## src/hw/rtl/sscp_pkg.sv

```systemverilog
// ---------------------------------------------------------------------------
// sscp_pkg
// Types and constants for the SPIR-V spec-constant patcher.
// ---------------------------------------------------------------------------
package sscp_pkg;

	typedef logic [31:0] word_t;
	typedef logic [15:0] half_t;
	typedef logic [0:0]  cfg_idx_t;
	typedef logic [2:0]  hdr_cnt_t;

	// register indexes on the configuration port
	localparam cfg_idx_t CFG_SPEC_ID   = 1'b0;
	localparam cfg_idx_t CFG_NEW_VALUE = 1'b1;

	// pass kind, carried in tuser on the input side
	localparam logic MODE_SCAN  = 1'b0;
	localparam logic MODE_PATCH = 1'b1;

	localparam half_t    OP_DECORATE        = 16'd71;
	localparam half_t    OP_SPEC_CONSTANT   = 16'd50;
	localparam word_t    DECORATION_SPEC_ID = 32'd1;
	localparam hdr_cnt_t HEADER_WORDS       = 3'd5;
	localparam half_t    MIN_WORDS          = 16'd4;

	localparam word_t SPEC_ID_RESET   = 32'd1;
	localparam word_t NEW_VALUE_RESET = 32'd0;

endpackage

```

## src/hw/rtl/spirv_spec_constant_patcher_unit.sv

```systemverilog
// ---------------------------------------------------------------------------
// spirv_spec_constant_patcher_unit
// Walks a SPIR-V word stream twice: the scan pass finds the id decorated with
// the configured SpecId, the patch pass rewrites that spec constant's literal.
// ---------------------------------------------------------------------------
// Path: a patch-pass word moves from the input register to the result
//   register and m_tdata; scan-pass words give no result. Throughput: one
//   word per cycle unless a patch-pass word waits on a stalled result; the
//   walker updates once per word in the single stage between the registers.
// Reset: arst_n clears the walker, the found target, both valid flags and sets
//   spec_id to 1 and new_value to 0.
// ---------------------------------------------------------------------------
module spirv_spec_constant_patcher_unit (
	input  logic                   clk,
	input  logic                   arst_n,
	// configuration write port
	input  logic                   cfg_wr_en,
	input  sscp_pkg::cfg_idx_t     cfg_index,
	input  sscp_pkg::word_t        cfg_data,
	// input stream
	input  logic                   s_tvalid,
	output logic                   s_tready,
	input  logic [31:0]            s_tdata,   // [31:0] word
	input  logic                   s_tuser,   // [0] mode (0 scan, 1 patch)
	input  logic                   s_tlast,
	// result stream
	output logic                   m_tvalid,
	input  logic                   m_tready,
	output logic [31:0]            m_tdata,   // [31:0] word_out
	output logic                   m_tuser,   // [0] replaced
	output logic                   m_tlast
);
	import sscp_pkg::*;

	// configuration registers
	word_t spec_id_q;
	word_t new_value_q;

	always_ff @(posedge clk or negedge arst_n) begin
		if (!arst_n) begin
			spec_id_q   <= SPEC_ID_RESET;
			new_value_q <= NEW_VALUE_RESET;
		end else if (cfg_wr_en) begin
			unique case (cfg_index)
				CFG_SPEC_ID:   spec_id_q   <= cfg_data;
				CFG_NEW_VALUE: new_value_q <= cfg_data;
				default:       ;
			endcase
		end
	end

	// input register
	logic  valid_s1;
	word_t word_s1;
	logic  mode_s1;
	logic  last_s1;

	// result register
	logic  valid_s2;
	word_t word_s2;
	logic  repl_s2;
	logic  last_s2;

	// A scan-pass word needs no room downstream; a patch-pass word waits for
	// the result register to be free or drained in this same cycle.
	logic s2_free;
	logic adv_s1;

	assign s2_free  = !valid_s2 || m_tready;
	assign adv_s1   = valid_s1 && ((mode_s1 == MODE_SCAN) || s2_free);
	assign s_tready = !valid_s1 || adv_s1;

	always_ff @(posedge clk or negedge arst_n) begin
		if (!arst_n) begin
			valid_s1 <= 1'b0;
		end else if (s_tready) begin
			valid_s1 <= s_tvalid;
		end
	end

	always_ff @(posedge clk) begin
		if (s_tready && s_tvalid) begin
			word_s1 <= s_tdata;
			mode_s1 <= s_tuser;
			last_s1 <= s_tlast;
		end
	end

	// walker state
	hdr_cnt_t hdr_cnt_q;
	half_t    offset_q;
	half_t    length_q;
	half_t    opcode_q;
	logic     second_ok_q;
	word_t    cand_id_q;
	word_t    target_id_q;
	logic     target_found_q;
	logic     finished_q;

	hdr_cnt_t hdr_cnt_d;
	half_t    offset_d;
	half_t    length_d;
	half_t    opcode_d;
	logic     second_ok_d;
	word_t    cand_id_d;
	word_t    target_id_d;
	logic     target_found_d;
	logic     finished_d;
	word_t    result_word;
	logic     result_repl;

	logic        is_patch;
	half_t       lead_len;
	logic        long_enough;
	logic [16:0] offset_inc;

	assign is_patch    = (mode_s1 == MODE_PATCH);
	assign lead_len    = word_s1[31:16];
	assign long_enough = (length_q >= MIN_WORDS);
	assign offset_inc  = {1'b0, offset_q} + 17'd1;

	always_comb begin
		hdr_cnt_d      = hdr_cnt_q;
		offset_d       = offset_q;
		length_d       = length_q;
		opcode_d       = opcode_q;
		second_ok_d    = second_ok_q;
		cand_id_d      = cand_id_q;
		target_id_d    = target_id_q;
		target_found_d = target_found_q;
		finished_d     = finished_q;
		result_word    = word_s1;
		result_repl    = 1'b0;

		// first scan word of a pass drops any target from an earlier scan
		if (!is_patch && (hdr_cnt_q == '0)) begin
			target_found_d = 1'b0;
		end

		if (hdr_cnt_q < HEADER_WORDS) begin
			hdr_cnt_d = hdr_cnt_q + 3'd1;
		end else if (!finished_q) begin
			if (offset_q == '0) begin
				// leading word: count in the upper half, opcode in the lower
				if (lead_len == '0) begin
					finished_d = 1'b1;
				end else begin
					length_d    = lead_len;
					opcode_d    = word_s1[15:0];
					second_ok_d = 1'b0;
					offset_d    = (lead_len > 16'd1) ? 16'd1 : 16'd0;
				end
			end else begin
				if (!is_patch && (opcode_q == OP_DECORATE) && long_enough) begin
					if (offset_q == 16'd1) begin
						cand_id_d = word_s1;
					end else if (offset_q == 16'd2) begin
						second_ok_d = (word_s1 == DECORATION_SPEC_ID);
					end else if ((offset_q == 16'd3) && second_ok_q &&
							(word_s1 == spec_id_q)) begin
						target_id_d    = cand_id_q;
						target_found_d = 1'b1;
						finished_d     = 1'b1;
					end
				end else if (is_patch && (opcode_q == OP_SPEC_CONSTANT) && long_enough &&
						target_found_q) begin
					if (offset_q == 16'd2) begin
						second_ok_d = (word_s1 == target_id_q);
					end else if ((offset_q == 16'd3) && second_ok_q) begin
						result_word = new_value_q;
						result_repl = 1'b1;
						finished_d  = 1'b1;
					end
				end
				// advance within the instruction, wrap to the next leading word
				offset_d = (offset_inc >= {1'b0, length_q}) ? 16'd0 : offset_inc[15:0];
			end
		end

		// end of pass: clear the walker, keep the found target
		if (last_s1) begin
			hdr_cnt_d   = '0;
			offset_d    = '0;
			length_d    = '0;
			opcode_d    = '0;
			second_ok_d = 1'b0;
			cand_id_d   = '0;
			finished_d  = 1'b0;
		end
	end

	always_ff @(posedge clk or negedge arst_n) begin
		if (!arst_n) begin
			hdr_cnt_q      <= '0;
			offset_q       <= '0;
			length_q       <= '0;
			opcode_q       <= '0;
			second_ok_q    <= 1'b0;
			cand_id_q      <= '0;
			target_id_q    <= '0;
			target_found_q <= 1'b0;
			finished_q     <= 1'b0;
		end else if (adv_s1) begin
			hdr_cnt_q      <= hdr_cnt_d;
			offset_q       <= offset_d;
			length_q       <= length_d;
			opcode_q       <= opcode_d;
			second_ok_q    <= second_ok_d;
			cand_id_q      <= cand_id_d;
			target_id_q    <= target_id_d;
			target_found_q <= target_found_d;
			finished_q     <= finished_d;
		end
	end

	// result register: load on a patch-pass word, drop on a transfer
	always_ff @(posedge clk or negedge arst_n) begin
		if (!arst_n) begin
			valid_s2 <= 1'b0;
		end else if (adv_s1 && is_patch) begin
			valid_s2 <= 1'b1;
		end else if (m_tready) begin
			valid_s2 <= 1'b0;
		end
	end

	always_ff @(posedge clk) begin
		if (adv_s1 && is_patch) begin
			word_s2 <= result_word;
			repl_s2 <= result_repl;
			last_s2 <= last_s1;
		end
	end

	assign m_tvalid = valid_s2;
	assign m_tdata  = word_s2;
	assign m_tuser  = repl_s2;
	assign m_tlast  = last_s2;

endmodule

```

## config.mk

```make
export PLATFORM = sky130hd
export DESIGN_NAME = spirv_spec_constant_patcher_unit
export DESIGN_NICKNAME = d
export VERILOG_FILES = /design/src/hw/rtl/sscp_pkg.sv /design/src/hw/rtl/spirv_spec_constant_patcher_unit.sv
export SDC_FILE = /design/constraint.sdc
export NUM_CORES = 1
export LEC_CHECK = 0
export BUFFER_PORTS_ARGS = -buffer_cell sky130_fd_sc_hd__buf_2
export CORE_MARGIN = 3
export CORE_UTILIZATION = 50
export CTS_BUF_LIST = sky130_fd_sc_hd__clkbuf_2 sky130_fd_sc_hd__clkbuf_4 sky130_fd_sc_hd__clkbuf_8
export CTS_CLUSTER_DIAMETER = 60
export DETAILED_ROUTE_END_ITERATION = 8
export PLACE_DENSITY = 0.7
export SLEW_MARGIN = 20
export SYNTH_ARGS = -nofsm -noshare
export SYNTH_HDL_FRONTEND = slang
export SYNTH_SLANG_ARGS = --single-unit
```

## constraint.sdc

```tcl
create_clock -name clk -period 4.11 [get_ports clk]
set_input_delay 0.2055 -clock clk [delete_from_list [all_inputs] [get_ports clk]]
set_output_delay 0.2055 -clock clk [all_outputs]
set_load 0.02 [all_outputs]
```

* Yosys cells after proc, flatten, opt, wreduce, memory -nomap -nowiden
Cells that the tools add are included.
** Storage, ports and cells
- Register bits :: 252
- Latch bits :: 0
- RAM bits :: 0
- Bits in read-only memories :: 0
- Bits of input ports :: 72
- Word-level logic and storage cells :: 147
- Memories kept :: 0
** Cells by class
- Add/sub/neg operators :: 2
- $mul :: 0
- Divide/modulo/power cells :: 0
- Magnitude comparators :: 4
- Equal/unequal tests :: 14
- Shift operators :: 0
- Mux-type cells :: 64
- Bitwise gates (word level) :: 7
- Reduce and logical (&&, ||, !) cells :: 37
** Operators with widths (number)
- 32-bit two-way mux :: 13
- 16-bit two-way mux :: 16
- 32-bit equality test :: 2
- 1-bit two-way mux :: 33
- 16-bit by 2-bit equality test with 1-bit output (second input constant) :: 2
- 32-bit by 1-bit equality test with 1-bit output (second input constant) :: 1
- 16-bit zero test :: 2
- 16-bit by 1-bit adder with 17-bit output (second input constant) :: 1
- 17-bit by 16-bit >= comparator with 1-bit output :: 1
- 16-bit by 1-bit equality test with 1-bit output (second input constant) :: 1
- 16-bit by 6-bit equality test with 1-bit output (second input constant) :: 1
- 16-bit by 7-bit equality test with 1-bit output (second input constant) :: 1
- 16-bit by 3-bit >= comparator with 1-bit output (second input constant) :: 1
- 16-bit by 1-bit greater-than comparator with 1-bit output (second input constant) :: 1
- 1-bit logical AND :: 11
- 2-bit nonzero test :: 5
- 2-bit != test (second input constant) :: 4
- 2-bit AND reduction :: 4
- 8-bit AND reduction :: 1
- 1-bit NOT :: 7
- 7-bit AND reduction :: 1
- 3-bit two-way mux :: 2
- 6-bit AND reduction :: 1
- 5-bit AND reduction :: 1
- 11 further kinds :: 15

* Longest topological paths before layout
- Depth in word-level cells :: 11
- Mapped depth :: 17

* Least setup slack after synthesis
OpenSTA, ideal clock, no wires.
- Kind :: register to register
- Start point :: register offset_q[0]
- End point :: register offset_q[7]
- Arrival time :: 3240 ps
- Required time :: 4041 ps
- Slack :: 801 ps
- Stages on the path, launching flop included :: 17
- Path buffers :: 1
- Clock period less this slack :: 3309 ps
- Cell sequence :: dfrtp_1 > ha_1 > nand2_1 > nor3_1 > and3_1 > nand2_1 > and2_1 > or2_2 > ha_1 > nand3_1 > nor3_1 > a21oi_1 > nand3_1 > nor2_2 > clkbuf_1 > nand4b_1 > nand3_1
** Between the ends
- Word-level cells in the longest chain between the ends :: 7
- Elaborated cells on any way between the ends :: 10
- Those cells by class :: add/sub (1); order compare (1); eq/ne (1); mux (5); reduce/logical (2)
** Ends and longest elaborated chain
- start: declaration :: line spirv_spec_constant_patcher_unit.sv:91 : half_t offset_q;
- start signal: assignment :: line spirv_spec_constant_patcher_unit.sv:205 : offset_q <= offset_d;
- 16-bit by 1-bit adder with 17-bit output :: line spirv_spec_constant_patcher_unit.sv:120 : assign offset_inc = {1'b0, offset_q} + 17'd1;
- 17-bit by 16-bit >= comparator with 1-bit output :: line spirv_spec_constant_patcher_unit.sv:176 : offset_d = (offset_inc >= {1'b0, length_q}) ? 16'd0 : offset_inc[15:0];
- 16-bit two-way mux :: line spirv_spec_constant_patcher_unit.sv:176
- 16-bit two-way mux :: line spirv_spec_constant_patcher_unit.sv:143 : if (offset_q == '0) begin
- 16-bit two-way mux :: line spirv_spec_constant_patcher_unit.sv:142 : end else if (!finished_q) begin
- 16-bit two-way mux :: line spirv_spec_constant_patcher_unit.sv:140 : if (hdr_cnt_q < HEADER_WORDS) begin
- 16-bit two-way mux :: line spirv_spec_constant_patcher_unit.sv:181 : if (last_s1) begin
Parallel ways exist; a longest one is shown, timed or not. The select of a mux whose other input is x is not followed.
A chain may end at the register's enable or synchronous reset.

* Worst setup path in the final report
- Start point :: register offset_q[2]
- End point :: register offset_q[2]
The elaborated chain is that of the path after synthesis.

==> flow_metrics.env <==
export IMPL_crit_buf_inv=0
export IMPL_path_clk_slew_ps=70
export IMPL_grt_usage_pct=21.74
export IMPL_fillerInstances=1804
export IMPL_min_period_ps=3592
export IMPL_htree_levels=2
export IMPL_drc=0
export IMPL_top_level_ports=108
export IMPL_cp_end_kind="register"
export IMPL_die_x_um=159.3
export IMPL_dominantRegCellSynth="dfrtp_1"
export IMPL_yosys_warnings=0
export IMPL_clk_latency_ps=550
export IMPL_async_flop_share_pct=73.02
export IMPL_num_vias=7732
export IMPL_crit_fanout=20
export IMPL_drt_initial_drc_count=520
export IMPL_multiInputGateArea_um2=4682
export IMPL_setup_viol=0
export IMPL_ys_types=71
export IMPL_run_status="finished clean"
export IMPL_die_y_um=159.3
export IMPL_core_area_um2=22850
export IMPL_avgSynthCellArea_um2=13.25
export IMPL_period_share_pct=87.40
export IMPL_drt_wl_total_um=27660
export IMPL_drive_above_1_share_pct=25.45
export IMPL_finalClockSkew_ps=22.04
export IMPL_grt_overflow_total=0
export IMPL_critPathMaxStageDelay_ps=460
export IMPL_syn_area_um2=11750
export IMPL_antenna_found_initial=0
export IMPL_ir_drop_v=0.0003831
export IMPL_final_core_util_pct=61.77
export IMPL_drt_wirelength_per_cell_um=19.41
export IMPL_synth_edf_count=68
export IMPL_grt_max_degree=121
export IMPL_dp_hpwl_um=18230
export IMPL_path_common_cell="nand3_1"
export IMPL_cts_buffer_depth=3
export IMPL_cp_cell_sequence="nand3_1 > nor2_1 > and3_1 > nand4_1 > and2_1 > or2_1 > ha_1 > nand3_1 > nor3_1 > o21ai_0 > a41o_1 > a31oi_1 > mux2i_1"
export IMPL_rsz0062_at_grt="no"
export IMPL_viasPerCell=5.426
export IMPL_io_buffers=107
export IMPL_cp_top_family="simple AND/OR/NAND/NOR gates"
export IMPL_start_util_pct=51.43
export IMPL_p_leak_nw=6.255
export IMPL_min_path_type="in -> reg"
export IMPL_report_final_slew_viol_count=0
export IMPL_ys_ff_latch=252
export IMPL_n_antenna_cell=0
export IMPL_cts_num_sinks=252
export IMPL_tightest_slew_ps=1049
export IMPL_synth_nets=981
export IMPL_grt_pass1_vias=8172
export IMPL_arrival_ps=4010
export IMPL_routabilityCongestion=0.8287
export IMPL_regArea_um2=6648
export IMPL_first_pass_iters=5
export IMPL_hold_viol=0
export IMPL_final_setup_tns_ps=0
export IMPL_die_area_um2=25380
export IMPL_yosysSeqAreaShare_pct=56.57
export IMPL_netlist_instances=887
export IMPL_row_count=55
export IMPL_tritoncts="built"
export IMPL_cts_made_buffers=41
export IMPL_grt_pass1_wl_um=44170
export IMPL_crit_type="reg -> reg"
export IMPL_slowest_stage="dfrtp_1"
export IMPL_worst_ep_required_time_ps=4520
export IMPL_area_growth_pct=20.09
export IMPL_antenna_left=0
export IMPL_fmax_ghz=0.2784
export IMPL_max_cap_violations=0
export IMPL_slew_headroom_pct=30.08
export IMPL_final_nets=1175
export IMPL_start_kind="register"
export IMPL_root_buffer="clkbuf_8"
export IMPL_powerDensity_nw_per_um2=430.6
[kinds of logic after synthesis]
group | after synthesis | synth area share (%)
xor gates and xnor gates | 46 | 3.428
muxes | 194 | 18.89
buffers and inverters | 85 | 3.631
and+or+nand+nor | 200 | 9.646
DFF | 252 | 56.57
adders and majority gates | 22 | 2.342
AOI/OAI and AO/OA | 88 | 5.494
[worst reg2reg max path, stage by stage (launching register included)]
cell and delay (ps):
dfrtp_1 460, nand3_1 210, nor2_1 240, and3_1 280, nand4_1 230, and2_1 250
or2_1 220, ha_1 290, nand3_1 100, nor3_1 260, o21ai_0 140, a41o_1 430
a31oi_1 260, mux2i_1 90
[power breakdown]
| part | total (mW) | internal, mW | switching, mW | leakage (nW) |
|---|---|---|---|---|
| Sequential | 3.04 | 2.85 | 0.192 | 3.00 |
| Combinational | 0.747 | 0.377 | 0.370 | 2.79 |
| Clock | 2.28 | 1.28 | 1.00 | 0.466 |
| Total | 6.08 | 4.51 | 1.56 | 6.26 |
[cell usage in the layout (no fill, tap or decap), types with 8 or more instances in the layout]
cell           synthesis  layout
inv_1                 49      49
nor2_1                30      30
nand4_1               18      18
clkbuf_8               0      52
clkbuf_4               0      10
dfrtp_1              183     183
nor2b_1               22      21
xnor2_1               40      40
o21ai_0               12      12
mux2_1               118     118
nand2_1               37      37
nand3_1               16      16
dlygate4sd3_1          0      69
clkinv_2               0       8
mux2_2                64      64
nor4_1                17      17
nor3_1                13      13
ha_1                  22      22
buf_2                  7     106
edfxtp_1              68      68
mux2_4                10      10
buf_4                  5      10
[path summary, 6_finish.rpt]
kind                       slack (ps)               to  depth (start not counted)            from
max in group asynchronous        2860     spec_id_q[0]                          3          arst_n
hold reg to reg                   480   target_found_q                          1  target_found_q
setup / recovery                  520      offset_q[2]                         13     offset_q[2]
hold / removal                    370     spec_id_q[1]                          4       cfg_index
min in group asynchronous         380  target_id_q[20]                          2          arst_n
setup reg to reg                  520      offset_q[2]                         13     offset_q[2]
[metal layers]
layer | vias to the layer above | GRT usage [%] | part of all wire, %
li1 | 3612 | - | -
met2 | 208 | 35.03 | 47
met5 | - | 0 | 0
met1 | 3847 | 29.67 | 45
met3 | 65 | 3.798 | 4.9
met4 | 0 | 8.317 | 3.3
[repair_timing]
action | in CTS | in global routing
resized for setup | 0 | 0
setup buffers | 0 | 0
hold buffers | 69 | 0
endpoints found under the hold margin | 219 | 0
[state kept, by name, summed over array words and instances, names as in the netlist, 3 cells and up]
name and cells:
word_s1 32, spec_id_q 32, opcode_q 16, target_id_q 32, offset_q 16, hdr_cnt_q 3
new_value_q 32, m_tdata 32, cand_id_q 32, length_q 16
[through the flow]
stage | hold WS, ps | total power [mW] | cells | instance area, µm² | setup slack [ps]
after global placement | 382.6 | 3.755 | 1282 | 12540 | 588.7
after CTS | 340.9 | 6.127 | 1425 | 14110 | 472.2
after global routing | 346.6 | 6.355 | 1425 | 14110 | 148.2
after floorplan | -90.09 | 3.513 | 887 | 11750 | 801.1
after detailed placement | 383.6 | 3.782 | 1282 | 12540 | 497.8
final | 366.6 | 6.076 | 1425 | 14110 | 518.1
[area by class of cell]
class | count | share of cell area, %
sequential | 252 | 47.11
multi-input combinational | 550 | 33.18
timing repair buffer | 187 | 9.425
clock buffer | 61 | 5.506
tap | 313 | 2.775
inverter | 49 | 1.303
clock inverter | 13 | 0.7093
[synthesized netlist by cell type (8+ instances only)]
library cell	instances	area, µm²
and3_1	8	50.05
clkbuf_1	8	30.03
dfrtp_1	183	4579
edfxtp_1	68	2042
ha_1	22	275.3
inv_1	49	183.9
mux2_1	118	1329
mux2_2	64	720.7
mux2_4	10	150.1
nand2_1	37	138.9
nand3_1	16	80.08
nand4_1	18	112.6
nor2_1	30	112.6
nor2b_1	22	137.6
nor3_1	13	65.06
nor4_1	17	106.4
o21ai_0	12	60.06
xnor2_1	40	350.3
Note: power is estimated with default switching activity, not from simulation.
